`src/hdl/kab_pkg.sv`:
```
// ----------------------------------------------------------------------------
// kab_pkg: shared types, constants and arithmetic helpers
// Widths, reset values and sequencer codes of the angle and bias filter.
// ----------------------------------------------------------------------------
package kab_pkg;

	localparam int unsigned DATA_W  = 32;
	localparam int unsigned OPND_W  = 34;
	localparam int unsigned PROD_W  = 2 * OPND_W;
	localparam int unsigned WIDE_W  = PROD_W + 2;
	localparam int unsigned ANGLE_W = 25;
	localparam int unsigned RATE_W  = 28;
	localparam int unsigned DT_W    = 16;
	localparam int unsigned CFG_IDX_W = 2;

	localparam logic [DATA_W-1:0] RESET_ANGLE_NOISE = 32'd10737418;
	localparam logic [DATA_W-1:0] RESET_BIAS_NOISE  = 32'd322123;
	localparam logic [DATA_W-1:0] RESET_MEAS_NOISE  = 32'd10737418;

	typedef enum logic [CFG_IDX_W-1:0] {
		REG_ANGLE_NOISE = 2'd0,
		REG_BIAS_NOISE  = 2'd1,
		REG_MEAS_NOISE  = 2'd2
	} reg_idx_t;

	typedef enum logic [2:0] {
		ST_IDLE,
		ST_ISSUE,
		ST_WAIT_MUL,
		ST_WAIT_DIV,
		ST_FINISH
	} state_t;

	typedef enum logic [3:0] {
		OP_ANG, OP_P00A, OP_P00B, OP_P01, OP_P11, OP_K0, OP_K1,
		OP_UPD_ANG, OP_UPD_BIAS, OP_UPD_AA, OP_UPD_AB, OP_UPD_BA, OP_UPD_BB
	} op_t;

	function automatic logic signed [DATA_W-1:0] sat32(input logic signed [WIDE_W-1:0] v);
		logic signed [WIDE_W-1:0] hi;
		logic signed [WIDE_W-1:0] lo;
		hi = WIDE_W'(32'sh7fffffff);
		lo = -(WIDE_W'(32'sh7fffffff)) - WIDE_W'(1);
		if (v > hi) return 32'sh7fffffff;
		if (v < lo) return 32'sh80000000;
		return v[DATA_W-1:0];
	endfunction

	// Round to nearest with ties toward plus infinity, then arithmetic shift.
	function automatic logic signed [PROD_W-1:0] rnd_shift(input logic signed [PROD_W-1:0] v,
			input int unsigned s);
		logic signed [PROD_W-1:0] half;
		half = PROD_W'(1) <<< (s - 1);
		return (v + half) >>> s;
	endfunction

endpackage

```
`src/hdl/kab_if.sv`:
```
// ----------------------------------------------------------------------------
// kab_if: sample and result channels
// Valid/ready channels carrying one sample in and one estimate out.
// ----------------------------------------------------------------------------
interface kab_sample_if import kab_pkg::*; ();
	logic                       valid;
	logic                       ready;
	logic signed [ANGLE_W-1:0]  accel_angle;
	logic signed [RATE_W-1:0]   gyro_rate;
	logic        [DT_W-1:0]     time_step;
	modport source (output valid, accel_angle, gyro_rate, time_step, input ready);
	modport sink (input valid, accel_angle, gyro_rate, time_step, output ready);
endinterface

interface kab_result_if import kab_pkg::*; ();
	logic                      valid;
	logic                      ready;
	logic signed [DATA_W-1:0]  angle_estimate;
	logic signed [DATA_W-1:0]  bias_estimate;
	modport source (output valid, angle_estimate, bias_estimate, input ready);
	modport sink (input valid, angle_estimate, bias_estimate, output ready);
endinterface

```
`src/hdl/kalman_angle_bias_filter.sv`:
```
// ----------------------------------------------------------------------------
// kalman_angle_bias_filter: two-state angle and gyro bias Kalman filter
// Fuses an accelerometer angle with a gyro rate and returns angle and bias.
// ----------------------------------------------------------------------------
// One sample is worked at a time, from acceptance to result. Eleven products
// go through a bit-serial multiplier, and two gains go through a bit-serial
// divider. On finish the estimates are loaded into the output register.
// A finished result waits in the output register, so the next sample is
// accepted while it is still pending; a further result waits in the finish
// step until the pending one is taken. The user must write the noise
// registers through the cfg port only while no sample is in flight; the
// block itself does not enforce this.
// ----------------------------------------------------------------------------
module kalman_angle_bias_filter import kab_pkg::*; (
	input  logic                  clk,
	input  logic                  arst_n,
	input  logic                  cfg_we,
	input  logic [CFG_IDX_W-1:0]  cfg_index,
	input  logic [DATA_W-1:0]     cfg_data,
	kab_sample_if.sink            sample,
	kab_result_if.source          result
);
	logic [DATA_W-1:0] angle_noise_q, bias_noise_q, meas_noise_q;

	state_t state_q, state_d;
	op_t    op_q;

	logic signed [ANGLE_W-1:0] meas_q;
	logic signed [RATE_W-1:0]  rate_q;
	logic        [DT_W-1:0]    dt_q;

	logic signed [DATA_W-1:0] angle_q, bias_q, aa_q, ab_q, ba_q, bb_q;
	logic signed [DATA_W-1:0] ang_q, p00_q, p01_q, p10_q, p11_q, y_q, k0_q, k1_q;
	logic signed [35:0]       tmp_q;
	logic                     res_valid_q;
	logic signed [DATA_W-1:0] res_angle_q, res_bias_q;

	logic                     mul_start, mul_busy, mul_done;
	logic signed [OPND_W-1:0] mul_a, mul_b;
	logic signed [PROD_W-1:0] prod, r16, r30;
	logic                     div_start, div_busy, div_done;
	logic signed [DATA_W-1:0] div_num, quot;
	logic signed [OPND_W:0]   s_sum;
	logic                     s_pos;
	logic                     is_div;

	kab_mul u_mul (.clk, .arst_n, .start(mul_start), .a(mul_a), .b(mul_b),
		.busy(mul_busy), .done(mul_done), .prod);
	kab_div u_div (.clk, .arst_n, .start(div_start), .num(div_num),
		.den(s_sum[OPND_W-1:0]), .busy(div_busy), .done(div_done), .quot);

	assign r16   = rnd_shift(prod, 16);
	assign r30   = rnd_shift(prod, 30);
	assign s_sum = (OPND_W+1)'(p00_q) + (OPND_W+1)'({1'b0, meas_noise_q});
	assign s_pos = !s_sum[OPND_W] && (s_sum != '0);
	assign is_div = (op_q == OP_K0) || (op_q == OP_K1);
	assign div_num = (op_q == OP_K1) ? p10_q : p00_q;

	always_comb begin
		mul_a = '0;
		mul_b = OPND_W'({1'b0, dt_q});
		case (op_q)
			OP_ANG:      mul_a = OPND_W'(rate_q) - OPND_W'(bias_q);
			OP_P00A:     mul_a = OPND_W'(ba_q) + OPND_W'(ab_q);
			OP_P00B:     mul_a = OPND_W'({1'b0, angle_noise_q});
			OP_P01:      mul_a = OPND_W'(bb_q);
			OP_P11:      mul_a = OPND_W'({1'b0, bias_noise_q});
			OP_UPD_ANG:  begin mul_a = OPND_W'(k0_q); mul_b = OPND_W'(y_q);   end
			OP_UPD_BIAS: begin mul_a = OPND_W'(k1_q); mul_b = OPND_W'(y_q);   end
			OP_UPD_AA:   begin mul_a = OPND_W'(k0_q); mul_b = OPND_W'(p00_q); end
			OP_UPD_AB:   begin mul_a = OPND_W'(k0_q); mul_b = OPND_W'(p01_q); end
			OP_UPD_BA:   begin mul_a = OPND_W'(k1_q); mul_b = OPND_W'(p00_q); end
			OP_UPD_BB:   begin mul_a = OPND_W'(k1_q); mul_b = OPND_W'(p01_q); end
			default:     mul_a = '0;
		endcase
	end

	always_comb begin
		state_d   = state_q;
		mul_start = 1'b0;
		div_start = 1'b0;
		case (state_q)
			ST_IDLE: begin
				if (sample.valid) state_d = ST_ISSUE;
			end
			ST_ISSUE: begin
				if (is_div) begin
					div_start = 1'b1;
					state_d   = ST_WAIT_DIV;
				end else begin
					mul_start = 1'b1;
					state_d   = ST_WAIT_MUL;
				end
			end
			ST_WAIT_MUL: begin
				if (mul_done) state_d = (op_q == OP_UPD_BB) ? ST_FINISH : ST_ISSUE;
			end
			ST_WAIT_DIV: begin
				if (div_done) state_d = ST_ISSUE;
			end
			ST_FINISH: begin
				if (!res_valid_q || result.ready) state_d = ST_IDLE;
			end
			default: state_d = ST_IDLE;
		endcase
	end

	assign sample.ready = (state_q == ST_IDLE);

	always_ff @(posedge clk or negedge arst_n) begin
		if (!arst_n) begin
			state_q       <= ST_IDLE;
			op_q          <= OP_ANG;
			res_valid_q   <= 1'b0;
			angle_noise_q <= RESET_ANGLE_NOISE;
			bias_noise_q  <= RESET_BIAS_NOISE;
			meas_noise_q  <= RESET_MEAS_NOISE;
			angle_q <= '0; bias_q <= '0;
			aa_q <= '0; ab_q <= '0; ba_q <= '0; bb_q <= '0;
		end else begin
			state_q <= state_d;
			if (cfg_we) begin
				case (cfg_index)
					REG_ANGLE_NOISE: angle_noise_q <= cfg_data;
					REG_BIAS_NOISE:  bias_noise_q  <= cfg_data;
					REG_MEAS_NOISE:  meas_noise_q  <= cfg_data;
					default: ;
				endcase
			end
			if (result.valid && result.ready) res_valid_q <= 1'b0;
			if (state_q == ST_FINISH && state_d == ST_IDLE) res_valid_q <= 1'b1;
			if (sample.valid && sample.ready) op_q <= OP_ANG;
			if (div_done) op_q <= op_t'(op_q + 4'd1);
			if (mul_done) begin
				if (op_q != OP_UPD_BB) op_q <= op_t'(op_q + 4'd1);
				case (op_q)
					OP_UPD_ANG:  angle_q <= sat32(WIDE_W'(ang_q) + WIDE_W'(r30));
					OP_UPD_BIAS: bias_q  <= sat32(WIDE_W'(bias_q) + WIDE_W'(r30));
					OP_UPD_AA:   aa_q    <= sat32(WIDE_W'(p00_q) - WIDE_W'(r30));
					OP_UPD_AB:   ab_q    <= sat32(WIDE_W'(p01_q) - WIDE_W'(r30));
					OP_UPD_BA:   ba_q    <= sat32(WIDE_W'(p10_q) - WIDE_W'(r30));
					OP_UPD_BB:   bb_q    <= sat32(WIDE_W'(p11_q) - WIDE_W'(r30));
					default: ;
				endcase
			end
		end
	end

	// Working registers of one sample; no reset needed.
	always_ff @(posedge clk) begin
		if (sample.valid && sample.ready) begin
			meas_q <= sample.accel_angle;
			rate_q <= sample.gyro_rate;
			dt_q   <= sample.time_step;
		end
		if (mul_done) begin
			case (op_q)
				OP_ANG:  ang_q <= sat32(WIDE_W'(angle_q) + WIDE_W'(r16));
				OP_P00A: tmp_q <= 36'(aa_q) - 36'(r16);
				OP_P00B: p00_q <= sat32(WIDE_W'(tmp_q) + WIDE_W'(r16));
				OP_P01: begin
					p01_q <= sat32(WIDE_W'(ab_q) - WIDE_W'(r16));
					p10_q <= sat32(WIDE_W'(ba_q) - WIDE_W'(r16));
				end
				OP_P11: begin
					p11_q <= sat32(WIDE_W'(bb_q) + WIDE_W'(r16));
					y_q   <= sat32(WIDE_W'(meas_q) - WIDE_W'(ang_q));
				end
				default: ;
			endcase
		end
		if (div_done) begin
			if (op_q == OP_K0) k0_q <= s_pos ? quot : '0;
			else k1_q <= s_pos ? quot : '0;
		end
		if (state_q == ST_FINISH && state_d == ST_IDLE) begin
			res_angle_q <= angle_q;
			res_bias_q  <= bias_q;
		end
	end

	assign result.valid          = res_valid_q;
	assign result.angle_estimate = res_angle_q;
	assign result.bias_estimate  = res_bias_q;

	a_units_exclusive: assert property (@(posedge clk) disable iff (!arst_n)
		!(mul_busy && div_busy))
		else $error("multiplier and divider busy together");
	a_div_op: assert property (@(posedge clk) disable iff (!arst_n)
		(state_q == ST_WAIT_DIV) |-> (op_q == OP_K0 || op_q == OP_K1))
		else $error("divider wait outside a gain step");
	a_result_from_finish: assert property (@(posedge clk) disable iff (!arst_n)
		$rose(res_valid_q) |-> $past(state_q == ST_FINISH))
		else $error("result raised outside the finish step");
endmodule

```
`src/hdl/kab_mul.sv`:
```
// ----------------------------------------------------------------------------
// kab_mul: bit-serial signed multiplier
// Consumes the multiplier one bit per cycle, most significant bit first.
// ----------------------------------------------------------------------------
module kab_mul import kab_pkg::*; (
	input  logic                      clk,
	input  logic                      arst_n,
	input  logic                      start,
	input  logic signed [OPND_W-1:0]  a,
	input  logic signed [OPND_W-1:0]  b,
	output logic                      busy,
	output logic                      done,
	output logic signed [PROD_W-1:0]  prod
);
	localparam int unsigned CNT_W = $clog2(OPND_W + 1);

	logic signed [OPND_W-1:0] a_q;
	logic        [OPND_W-1:0] b_q;
	logic signed [PROD_W-1:0] acc_q;
	logic        [CNT_W-1:0]  cnt_q;
	logic                     first_q;
	logic                     busy_q;
	logic                     done_q;
	logic signed [PROD_W-1:0] addend;

	// The sign bit of the multiplier carries negative weight.
	always_comb begin
		addend = '0;
		if (b_q[OPND_W-1]) begin
			addend = first_q ? -PROD_W'(a_q) : PROD_W'(a_q);
		end
	end

	always_ff @(posedge clk or negedge arst_n) begin
		if (!arst_n) begin
			busy_q  <= 1'b0;
			done_q  <= 1'b0;
			cnt_q   <= '0;
			first_q <= 1'b0;
		end else begin
			done_q <= 1'b0;
			if (start) begin
				busy_q  <= 1'b1;
				cnt_q   <= CNT_W'(OPND_W);
				first_q <= 1'b1;
			end else if (busy_q) begin
				first_q <= 1'b0;
				cnt_q   <= cnt_q - CNT_W'(1);
				if (cnt_q == CNT_W'(1)) begin
					busy_q <= 1'b0;
					done_q <= 1'b1;
				end
			end
		end
	end

	always_ff @(posedge clk) begin
		if (start) begin
			a_q   <= a;
			b_q   <= b;
			acc_q <= '0;
		end else if (busy_q) begin
			acc_q <= (acc_q <<< 1) + addend;
			b_q   <= b_q << 1;
		end
	end

	assign busy = busy_q;
	assign done = done_q;
	assign prod = acc_q;
endmodule

```
`src/hdl/kab_div.sv`:
```
// ----------------------------------------------------------------------------
// kab_div: bit-serial gain divider
// Restoring division of num * 2^30 by a positive divisor, one quotient bit
// per cycle, truncated toward zero and saturated to 32 bits.
// ----------------------------------------------------------------------------
module kab_div import kab_pkg::*; (
	input  logic                      clk,
	input  logic                      arst_n,
	input  logic                      start,
	input  logic signed [DATA_W-1:0]  num,
	input  logic        [OPND_W-1:0]  den,
	output logic                      busy,
	output logic                      done,
	output logic signed [DATA_W-1:0]  quot
);
	localparam int unsigned DVD_W = DATA_W + 30;
	localparam int unsigned CNT_W = $clog2(DVD_W + 1);

	logic [DVD_W-1:0]  dvd_q;
	logic [DVD_W-1:0]  quo_q;
	logic [OPND_W-1:0] rem_q;
	logic [OPND_W-1:0] den_q;
	logic              neg_q;
	logic [CNT_W-1:0]  cnt_q;
	logic              busy_q;
	logic              done_q;
	logic [OPND_W:0]   trial;
	logic              fits;
	logic [DATA_W-1:0] mag;

	assign mag   = num[DATA_W-1] ? DATA_W'(-(DATA_W+1)'(num)) : num;
	assign trial = {rem_q, dvd_q[DVD_W-1]};
	assign fits  = trial >= {1'b0, den_q};

	always_ff @(posedge clk or negedge arst_n) begin
		if (!arst_n) begin
			busy_q <= 1'b0;
			done_q <= 1'b0;
			cnt_q  <= '0;
		end else begin
			done_q <= 1'b0;
			if (start) begin
				busy_q <= 1'b1;
				cnt_q  <= CNT_W'(DVD_W);
			end else if (busy_q) begin
				cnt_q <= cnt_q - CNT_W'(1);
				if (cnt_q == CNT_W'(1)) begin
					busy_q <= 1'b0;
					done_q <= 1'b1;
				end
			end
		end
	end

	always_ff @(posedge clk) begin
		if (start) begin
			dvd_q <= {mag, 30'b0};
			quo_q <= '0;
			rem_q <= '0;
			den_q <= den;
			neg_q <= num[DATA_W-1];
		end else if (busy_q) begin
			dvd_q <= dvd_q << 1;
			quo_q <= {quo_q[DVD_W-2:0], fits};
			rem_q <= fits ? OPND_W'(trial - {1'b0, den_q}) : trial[OPND_W-1:0];
		end
	end

	always_comb begin
		if (neg_q) begin
			quot = (quo_q > DVD_W'(33'h080000000)) ? 32'sh80000000
			                                       : DATA_W'(-quo_q[DATA_W-1:0]);
		end else begin
			quot = (quo_q > DVD_W'(32'h7fffffff)) ? 32'sh7fffffff : quo_q[DATA_W-1:0];
		end
	end

	assign busy = busy_q;
	assign done = done_q;
endmodule

```
`src/flat_wrapper.sv`:
```
// flat-port wrapper written by rule: the top's interface ports become plain ports
module kalman_angle_bias_filter_flat import kab_pkg::*;
  (clk, arst_n, cfg_we, cfg_index, cfg_data, sample_valid, sample_accel_angle, sample_gyro_rate, sample_time_step, sample_ready, result_valid, result_angle_estimate, result_bias_estimate, result_ready);
  kab_sample_if sample_i ();
  kab_result_if result_i ();
  input  logic clk;
  input  logic arst_n;
  input  logic cfg_we;
  input  logic [CFG_IDX_W-1:0] cfg_index;
  input  logic [DATA_W-1:0] cfg_data;
  input wire logic [$bits(sample_i.valid)-1:0] sample_valid;
  input wire logic [$bits(sample_i.accel_angle)-1:0] sample_accel_angle;
  input wire logic [$bits(sample_i.gyro_rate)-1:0] sample_gyro_rate;
  input wire logic [$bits(sample_i.time_step)-1:0] sample_time_step;
  output wire logic [$bits(sample_i.ready)-1:0] sample_ready;
  output wire logic [$bits(result_i.valid)-1:0] result_valid;
  output wire logic [$bits(result_i.angle_estimate)-1:0] result_angle_estimate;
  output wire logic [$bits(result_i.bias_estimate)-1:0] result_bias_estimate;
  input wire logic [$bits(result_i.ready)-1:0] result_ready;
  assign sample_i.valid = sample_valid;
  assign sample_i.accel_angle = sample_accel_angle;
  assign sample_i.gyro_rate = sample_gyro_rate;
  assign sample_i.time_step = sample_time_step;
  assign sample_ready = sample_i.ready;
  assign result_valid = result_i.valid;
  assign result_angle_estimate = result_i.angle_estimate;
  assign result_bias_estimate = result_i.bias_estimate;
  assign result_i.ready = result_ready;
  kalman_angle_bias_filter u_core (.clk(clk), .arst_n(arst_n), .cfg_we(cfg_we), .cfg_index(cfg_index), .cfg_data(cfg_data), .sample(sample_i), .result(result_i));
endmodule
```
`config.mk`:
```
export PLATFORM = sky130hd
export DESIGN_NAME = kalman_angle_bias_filter_flat
export DESIGN_NICKNAME = d
export VERILOG_FILES = /design/src/hdl/kab_pkg.sv /design/src/hdl/kab_if.sv /design/src/hdl/kalman_angle_bias_filter.sv /design/src/hdl/kab_mul.sv /design/src/hdl/kab_div.sv /design/src/flat_wrapper.sv
export SDC_FILE = /design/constraint.sdc
export NUM_CORES = 2
export LEC_CHECK = 0
export BUFFER_PORTS_ARGS = -buffer_cell sky130_fd_sc_hd__buf_4
export CORE_ASPECT_RATIO = 0.8
export CORE_MARGIN = 8
export CORE_UTILIZATION = 42
export DETAILED_ROUTE_END_ITERATION = 10
export SETUP_SLACK_MARGIN = 0.5
export SYNTH_ARGS = -nofsm -noshare
export SYNTH_HDL_FRONTEND = slang
export SYNTH_SLANG_ARGS = --single-unit
```
`constraint.sdc`:
```
create_clock -name clk -period 8.4 [get_ports clk]
set_clock_uncertainty 0.2 [all_clocks]
set_input_delay 1.68 -clock clk [delete_from_list [all_inputs] [get_ports clk]]
set_output_delay 1.68 -clock clk [all_outputs]
set_load 0.01 [all_outputs]
```
# Word-level counts from Yosys, hierarchy flattened
# Cells that the tools add are included.
dict set report op_classes {
  n_mux 182
  bitwise_logic 1
  n_reduce_logical 37
  n_eq_ne 21
  n_lt_le_gt_ge 27
  n_addsub 26
}
# operator count
set op_table {}
lappend op_table {{$mux W32} 54}
lappend op_table {{$gt A70 B32 Y1 const B} 12}
lappend op_table {{$lt A70 B32 Y1 const B} 12}
lappend op_table {{$pmux W34 S7} 1}
lappend op_table {{$sub A32 B38 Y39} 4}
lappend op_table {{$mux W68} 2}
lappend op_table {{$mux W62} 2}
lappend op_table {{$add A32 B52 Y53} 2}
lappend op_table {{$sub A32 B52 Y53} 2}
lappend op_table {{$mux W1} 105}
lappend op_table {{$mux W34} 3}
lappend op_table {{$pmux W34 S3} 1}
lappend op_table {{$add A32 B38 Y39} 2}
lappend op_table {{$add A68 B17 Y68 const B} 1}
lappend op_table {{$add A68 B31 Y68 const B} 1}
lappend op_table {{$add A68 B68 Y68} 1}
lappend op_table {{$neg A34 Y68} 1}
lappend op_table {{$neg A32 Y32} 2}
lappend op_table {{$gt A62 B31 Y1 const B} 1}
lappend op_table {{$gt A62 B32 Y1 const B} 1}
lappend op_table {{$add A36 B52 Y53} 1}
lappend op_table {{$sub A32 B36 Y36} 1}
lappend op_table {{$ge A35 B34 Y1} 1}
lappend op_table {{$reduce_bool A35 Y1} 1}
lappend op_table {{33 further kinds} 80}
dict set report word_totals {
  reg_bits 1037
  wordCells 335
  inputBits 108
}

# Logic depth before layout (Yosys ltp)
dict set report depth {
  word_depth 11
  depth_mapped 32
  mapped_depth_nobuf 32
}

# Cells and area by module
# From an unflattened synthesis, not the netlist that was laid out.
dict set report hier_totals {
  hier_cells 9312
  hier_area_um2 83456.3
}
# mod n_inst area_per_inst_um2 cells_each
set modules_own_cells {}
lappend modules_own_cells {kalman_angle_bias_filter 1 63178.1 7055}
lappend modules_own_cells {kab_mul 1 10236.1 1140}
lappend modules_own_cells {kab_div 1 10042.1 1117}

# Worst setup path before layout
# OpenSTA, ideal clock, no wires.
dict set report synth_path {
  path_type {input port to flip-flop}
  start {in sample_valid}
  end {reg u_core.op_q[3]}
  path_stages 5
  arrival_time_ns 7.213
  setup_slack_ns 0.851
  path_cell_list {nand2b_1 > nor3_1 > nor2b_1 > o21ai_0 > o31ai_1}
}
dict set report synth_via {
  elab_chain_len 5
}
# element line
set synth_rtl {}
lappend synth_rtl {{start: declaration} flat_wrapper.sv:11} ;# input wire logic [$bits(sample_i.valid)-1:0] sample_valid;
lappend synth_rtl {{$logic_and A1 B1 Y1 (*)} kalman_angle_bias_filter.sv:132} ;# if (sample.valid && sample.ready) op_q <= OP_ANG;
lappend synth_rtl {{$mux W4 (*)} kalman_angle_bias_filter.sv:132}
lappend synth_rtl {{$mux W4 (*)} kalman_angle_bias_filter.sv:133} ;# if (div_done) op_q <= op_t'(op_q + 4'd1);
lappend synth_rtl {{$mux W4} kalman_angle_bias_filter.sv:135} ;# if (op_q != OP_UPD_BB) op_q <= op_t'(op_q + 4'd1);
lappend synth_rtl {{$mux W4 (*)} kalman_angle_bias_filter.sv:134} ;# if (mul_done) begin
lappend synth_rtl {{end signal: assignment} kalman_angle_bias_filter.sv:133}
lappend synth_rtl {{end signal: assignment} kalman_angle_bias_filter.sv:135}
lappend synth_rtl {{end: declaration} kalman_angle_bias_filter.sv:26} ;# op_t op_q;
# Every way passes the cells marked *; elsewhere a longest branch is shown, timed or not.
# A chain may end at the register's enable or synchronous reset.

# Final worst setup path
dict set report layout_path {
  start {reg u_core.u_mul.acc_q[30], in the netlist u_core.u_mul.prod[30]}
  end {reg u_core.ba_q[17]}
}
dict set report layout_via {
  elab_chain_len 9
}
# element line
set layout_rtl {}
lappend layout_rtl {{start: declaration} kab_mul.sv:19} ;# logic signed [PROD_W-1:0] acc_q;
lappend layout_rtl {{start signal: assignment} kab_mul.sv:63} ;# acc_q <= (acc_q <<< 1) + addend;
lappend layout_rtl {{$add A68 B31 Y68 (*)} kab_pkg.sv:54} ;# return (v + half) >>> s;
lappend layout_rtl {{$sub A32 B38 Y39 (*)} kalman_angle_bias_filter.sv:141} ;# OP_UPD_BA: ba_q <= sat32(WIDE_W'(p10_q) - WIDE_W'(r30));
lappend layout_rtl {{$lt A70 B32 Y1} kab_pkg.sv:45} ;# if (v < lo) return 32'sh80000000;
lappend layout_rtl {{$mux W1 (2 in series)} kab_pkg.sv:45}
lappend layout_rtl {{$mux W1} kalman_angle_bias_filter.sv:136} ;# case (op_q)
lappend layout_rtl {{$mux W1} kalman_angle_bias_filter.sv:134}
lappend layout_rtl {{$mux W32} kab_pkg.sv:46} ;# return v[DATA_W-1:0];
lappend layout_rtl {{$mux W32 (*)} kab_pkg.sv:45}
lappend layout_rtl {{end signal: assignment} kalman_angle_bias_filter.sv:141}
lappend layout_rtl {{end: declaration} kalman_angle_bias_filter.sv:32} ;# logic signed [DATA_W-1:0] angle_q, bias_q, aa_q, ab_q, ba_q, bb_q;
# Every way passes the cells marked *; elsewhere a longest branch is shown, timed or not. The select of a mux whose other input is x is not followed.

==> flow_metrics.tcl <==
set metrics [dict create \
    grt.total_usage 0.297 \
    synth.largest_area_cell "edfxtp_1" \
    dr_wl_met3_mm 40.7 \
    yosysMostFrequentCell "nor2_1" \
    p_sw_w 0.00266 \
    synthTopCellsByArea "edfxtp_1 21%, ha_1 10%, dfrtp_1 8.5%" \
    dr_wl_met2_mm 124 \
    overflow 0 \
    cts-root-buf "clkbuf_16" \
    max_cap_viol_count 0 \
    antenna_found_initial 31 \
    yosysTopAreaCellShare 0.205 \
    initial_core_util 0.421 \
    synth_adder_area_share 0.114 \
    drive_above_1_share 0.101 \
    worstPathRequired_ps 8830 \
    cts_buffer_depth 3 \
    portBuffers 173 \
    synth_compound_area_frac 0.211 \
    cts.sinks 1036 \
    vias 74741 \
    htreeDepth 3 \
    final.setup.tns_ps 0 \
    cts_tree "yes" \
    worst_pin_slew_ps 1290 \
    slew_headroom 0.136 \
    grt_max_degree 124 \
    status "finished, final reports clean" \
    swShare 0.237 \
    worst-r2r-setup-slack_ps 780 \
    setup_viol 0 \
    clkPwrFrac 0.471 \
    seq_power_share 0.490 \
    wirelength_mm 325 \
    synth_mux_area_frac 0.0385 \
    ys_seq_area_frac 0.341 \
    ys_ff_latch 1036 \
    routed.top_layer "met5" \
    p_per_area_mw_per_mm2 123 \
    synthesis.area_sq_mm 0.0819 \
    intPower_w 0.00858 \
    dr.pass1.iters 7 \
    antenna_left 0 \
    synth-simple-area-share 0.161 \
    die_w_um 510 \
    routed_via_density 6.16 \
    holdPathEnd "u_core.u_mul.prod[2]" \
    period_minus_slack_ps 7620 \
    synth_edf_count 559 \
    max_freq_ghz 0.131 \
    synthXorXnorAreaFrac 0.0954 \
    reg2reg_from "u_core.u_mul.prod[30]" \
    ys_types 104 \
    grt_pass1_vias 68983 \
    die_h_um 411 \
    cpMaxStageDelayCell "or4_1" \
    leakage_nw 39.8 \
    clock_latency_ps 790 \
    dieArea_sq_mm 0.209 \
    critPathKind "register to register" \
    rr_endpoint "u_core.ba_q[17]" \
    synth_fp_nets 10055 \
    rows 145 \
    grt_pass1_wl_mm 466 \
    nets 10240 \
    worst-path-max-fanout 12 \
    synth_cells 9261 \
    rsz0062_at_grt "yes" \
    ys_async_sr_fraction 0.302 \
    routedWlPerCell_um 26.7 \
    r2r_cells 26 \
    clk_pin_slew_ps 70 \
    drc 0 \
    slowest_delay_ps 660 \
    coreArea_sq_mm 0.194 \
    cp_data_arrival_time_ps 8050 \
    yosys-top-cells-count "806 x nor2_1, 804 x a21oi_1, 692 x nand2_1, 668 x ha_1, 611 x o21ai_0" \
    yosysWarnings 0 \
    avgSynthCellArea_sq_um 8.84 \
    peakVddDrop_v 0.000176 \
    dpl.hpwl_mm 260 \
    cts_buffers 114 \
    endpoint_kind "register" \
    critPathLaunchType "register" \
    area_growth_pct 11.8 \
    drt_iter0_drc 9013 \
    final_hold_viol_count 0 \
    ios 174 \
    min_path_type "register to register" \
    holdCritStartpoint "u_core.u_mul.prod[2]" \
    wl_met1_mm 147 \
    synth_ff_type "edfxtp_1" \
    finalMaxSlewViolations 0 \
    power_w 0.0112 \
    combPwrFrac 0.039 \
    place_congestion 1.00 \
    whs_path_depth 2 \
    synth_top_family_by_area "compound AO/OA/AOI/OAI gates" \
    finalCritPeriodShare 0.907 \
]
[power groups by stage]
stage	combinational [W]	clock, W	sequential (W)
6_report	0.000443	0.00529	0.00551
5_1_grt	0.000486	0.00554	0.00551
4_1_cts	0.000444	0.00537	0.00550
3_5_place_dp	0.000442	0	0.00561
3_3_place_gp	0.000428	0	0.00560
2_1_floorplan	0.000283	0	0.00558
[cell type report]
| cell class | instances | area [sq um] |
|---|---|---|
| fillers | 18629 | 103000 |
| diodes | 21 | 52.6 |
| flip-flops and latches | 1036 | 28000 |
| clock inverters | 63 | 642 |
| multi-input cells | 7394 | 51200 |
| clock buffers | 155 | 3220 |
| repair buffers | 456 | 3570 |
| well taps | 2572 | 3220 |
| inverters | 444 | 1680 |
[timing repair]
action / CTS / global route
gates resized for setup: 7 / 45
buffers inserted: 0 / 3
pin swaps: 0 / 2
setup endpoints to repair: 137 / 268
hold buffers: 0 / 0
cloned: 0 / 0
[cells by family (layout without fill, tap and decap cells)]
| family | after synthesis | after routing |
|---|---|---|
| buf+inv | 831 | 1118 |
| xor+xnor | 871 | 871 |
| other cells | 0 | 21 |
| fa+ha+maj | 748 | 748 |
| simple gates | 2731 | 2731 |
| mux | 301 | 301 |
| flops | 1036 | 1036 |
| compound gates | 2743 | 2743 |
[through the flow]
step	hold slack (ps)	setup slack, ps	util	instances	instance area [sq um]
finish	294	784	0.470	12141	91500
global route	310	483	0.470	12123	91400
CTS	295	495	0.469	12117	91200
detailed placement	280	167	0.449	11899	87300
global placement	268	322	0.449	11899	87300
floorplan	251	851	-	9261	81900
[per-layer routing]
metal,vias up,global-route usage
met1,36332,0.444
met5,-,0
li1,34297,-
met2,3642,0.401
met3,460,0.0931
met4,10,0.0975
[registers in the layout, summed over array words and instances, names as in the netlist, 33 cells and up]
signal and flops:
u_core.u_div.rem_q 34, u_core.u_div.den_q 34, u_core.tmp_q 36, u_core.u_mul.prod 68, u_core.u_div.quo_q 62, u_core.u_mul.b_q 34, u_core.u_mul.a_q 33
[layout by cell type (no fill, tap or decap), types with 94 or more instances in the layout]
| cell | count |
|---|---|
| mux2i_1 | 192 |
| or3_1 | 94 |
| nand3_1 | 209 |
| nand2b_1 | 107 |
| ha_1 | 668 |
| clkbuf_16 | 117 |
| mux2_2 | 109 |
| nor2_1 | 803 |
| nor3_1 | 176 |
| nor2b_1 | 123 |
| xnor2_1 | 549 |
| dfrtp_1 | 277 |
| dfxtp_1 | 159 |
| a21o_1 | 287 |
| nand2_1 | 691 |
| a31oi_1 | 130 |
| buf_4 | 444 |
| inv_1 | 432 |
| o21ai_0 | 607 |
| a21oi_1 | 801 |
| nand4_1 | 97 |
| xor2_1 | 296 |
| edfxtp_1 | 559 |
| o21a_1 | 129 |
[critical path: cells and delay by family (launching register included)]
family	cells	cell delay (ps)
fa+ha+maj	2	640
flops	1	500
compound gates	12	3000
simple gates	7	1930
xor+xnor	2	450
buf+inv	3	710
[worst max path at each step]
| stage | startpoint | to | cells after the start |
|---|---|---|---|
| 2_1_floorplan | sample_valid | u_core.op_q[3] | 5 |
| 3_3_place_gp | u_core.u_mul.prod[33] | u_core.p00_q[4] | 22 |
| 3_5_place_dp | u_core.u_mul.prod[33] | u_core.p00_q[4] | 22 |
| 4_1_cts | u_core.u_mul.prod[19] | u_core.p00_q[4] | 24 |
| 5_1_grt | u_core.u_mul.prod[32] | u_core.p00_q[4] | 22 |
| 6_report | u_core.u_mul.prod[30] | u_core.ba_q[17] | 26 |
No activity file was read; power rests on OpenSTA's default activity.
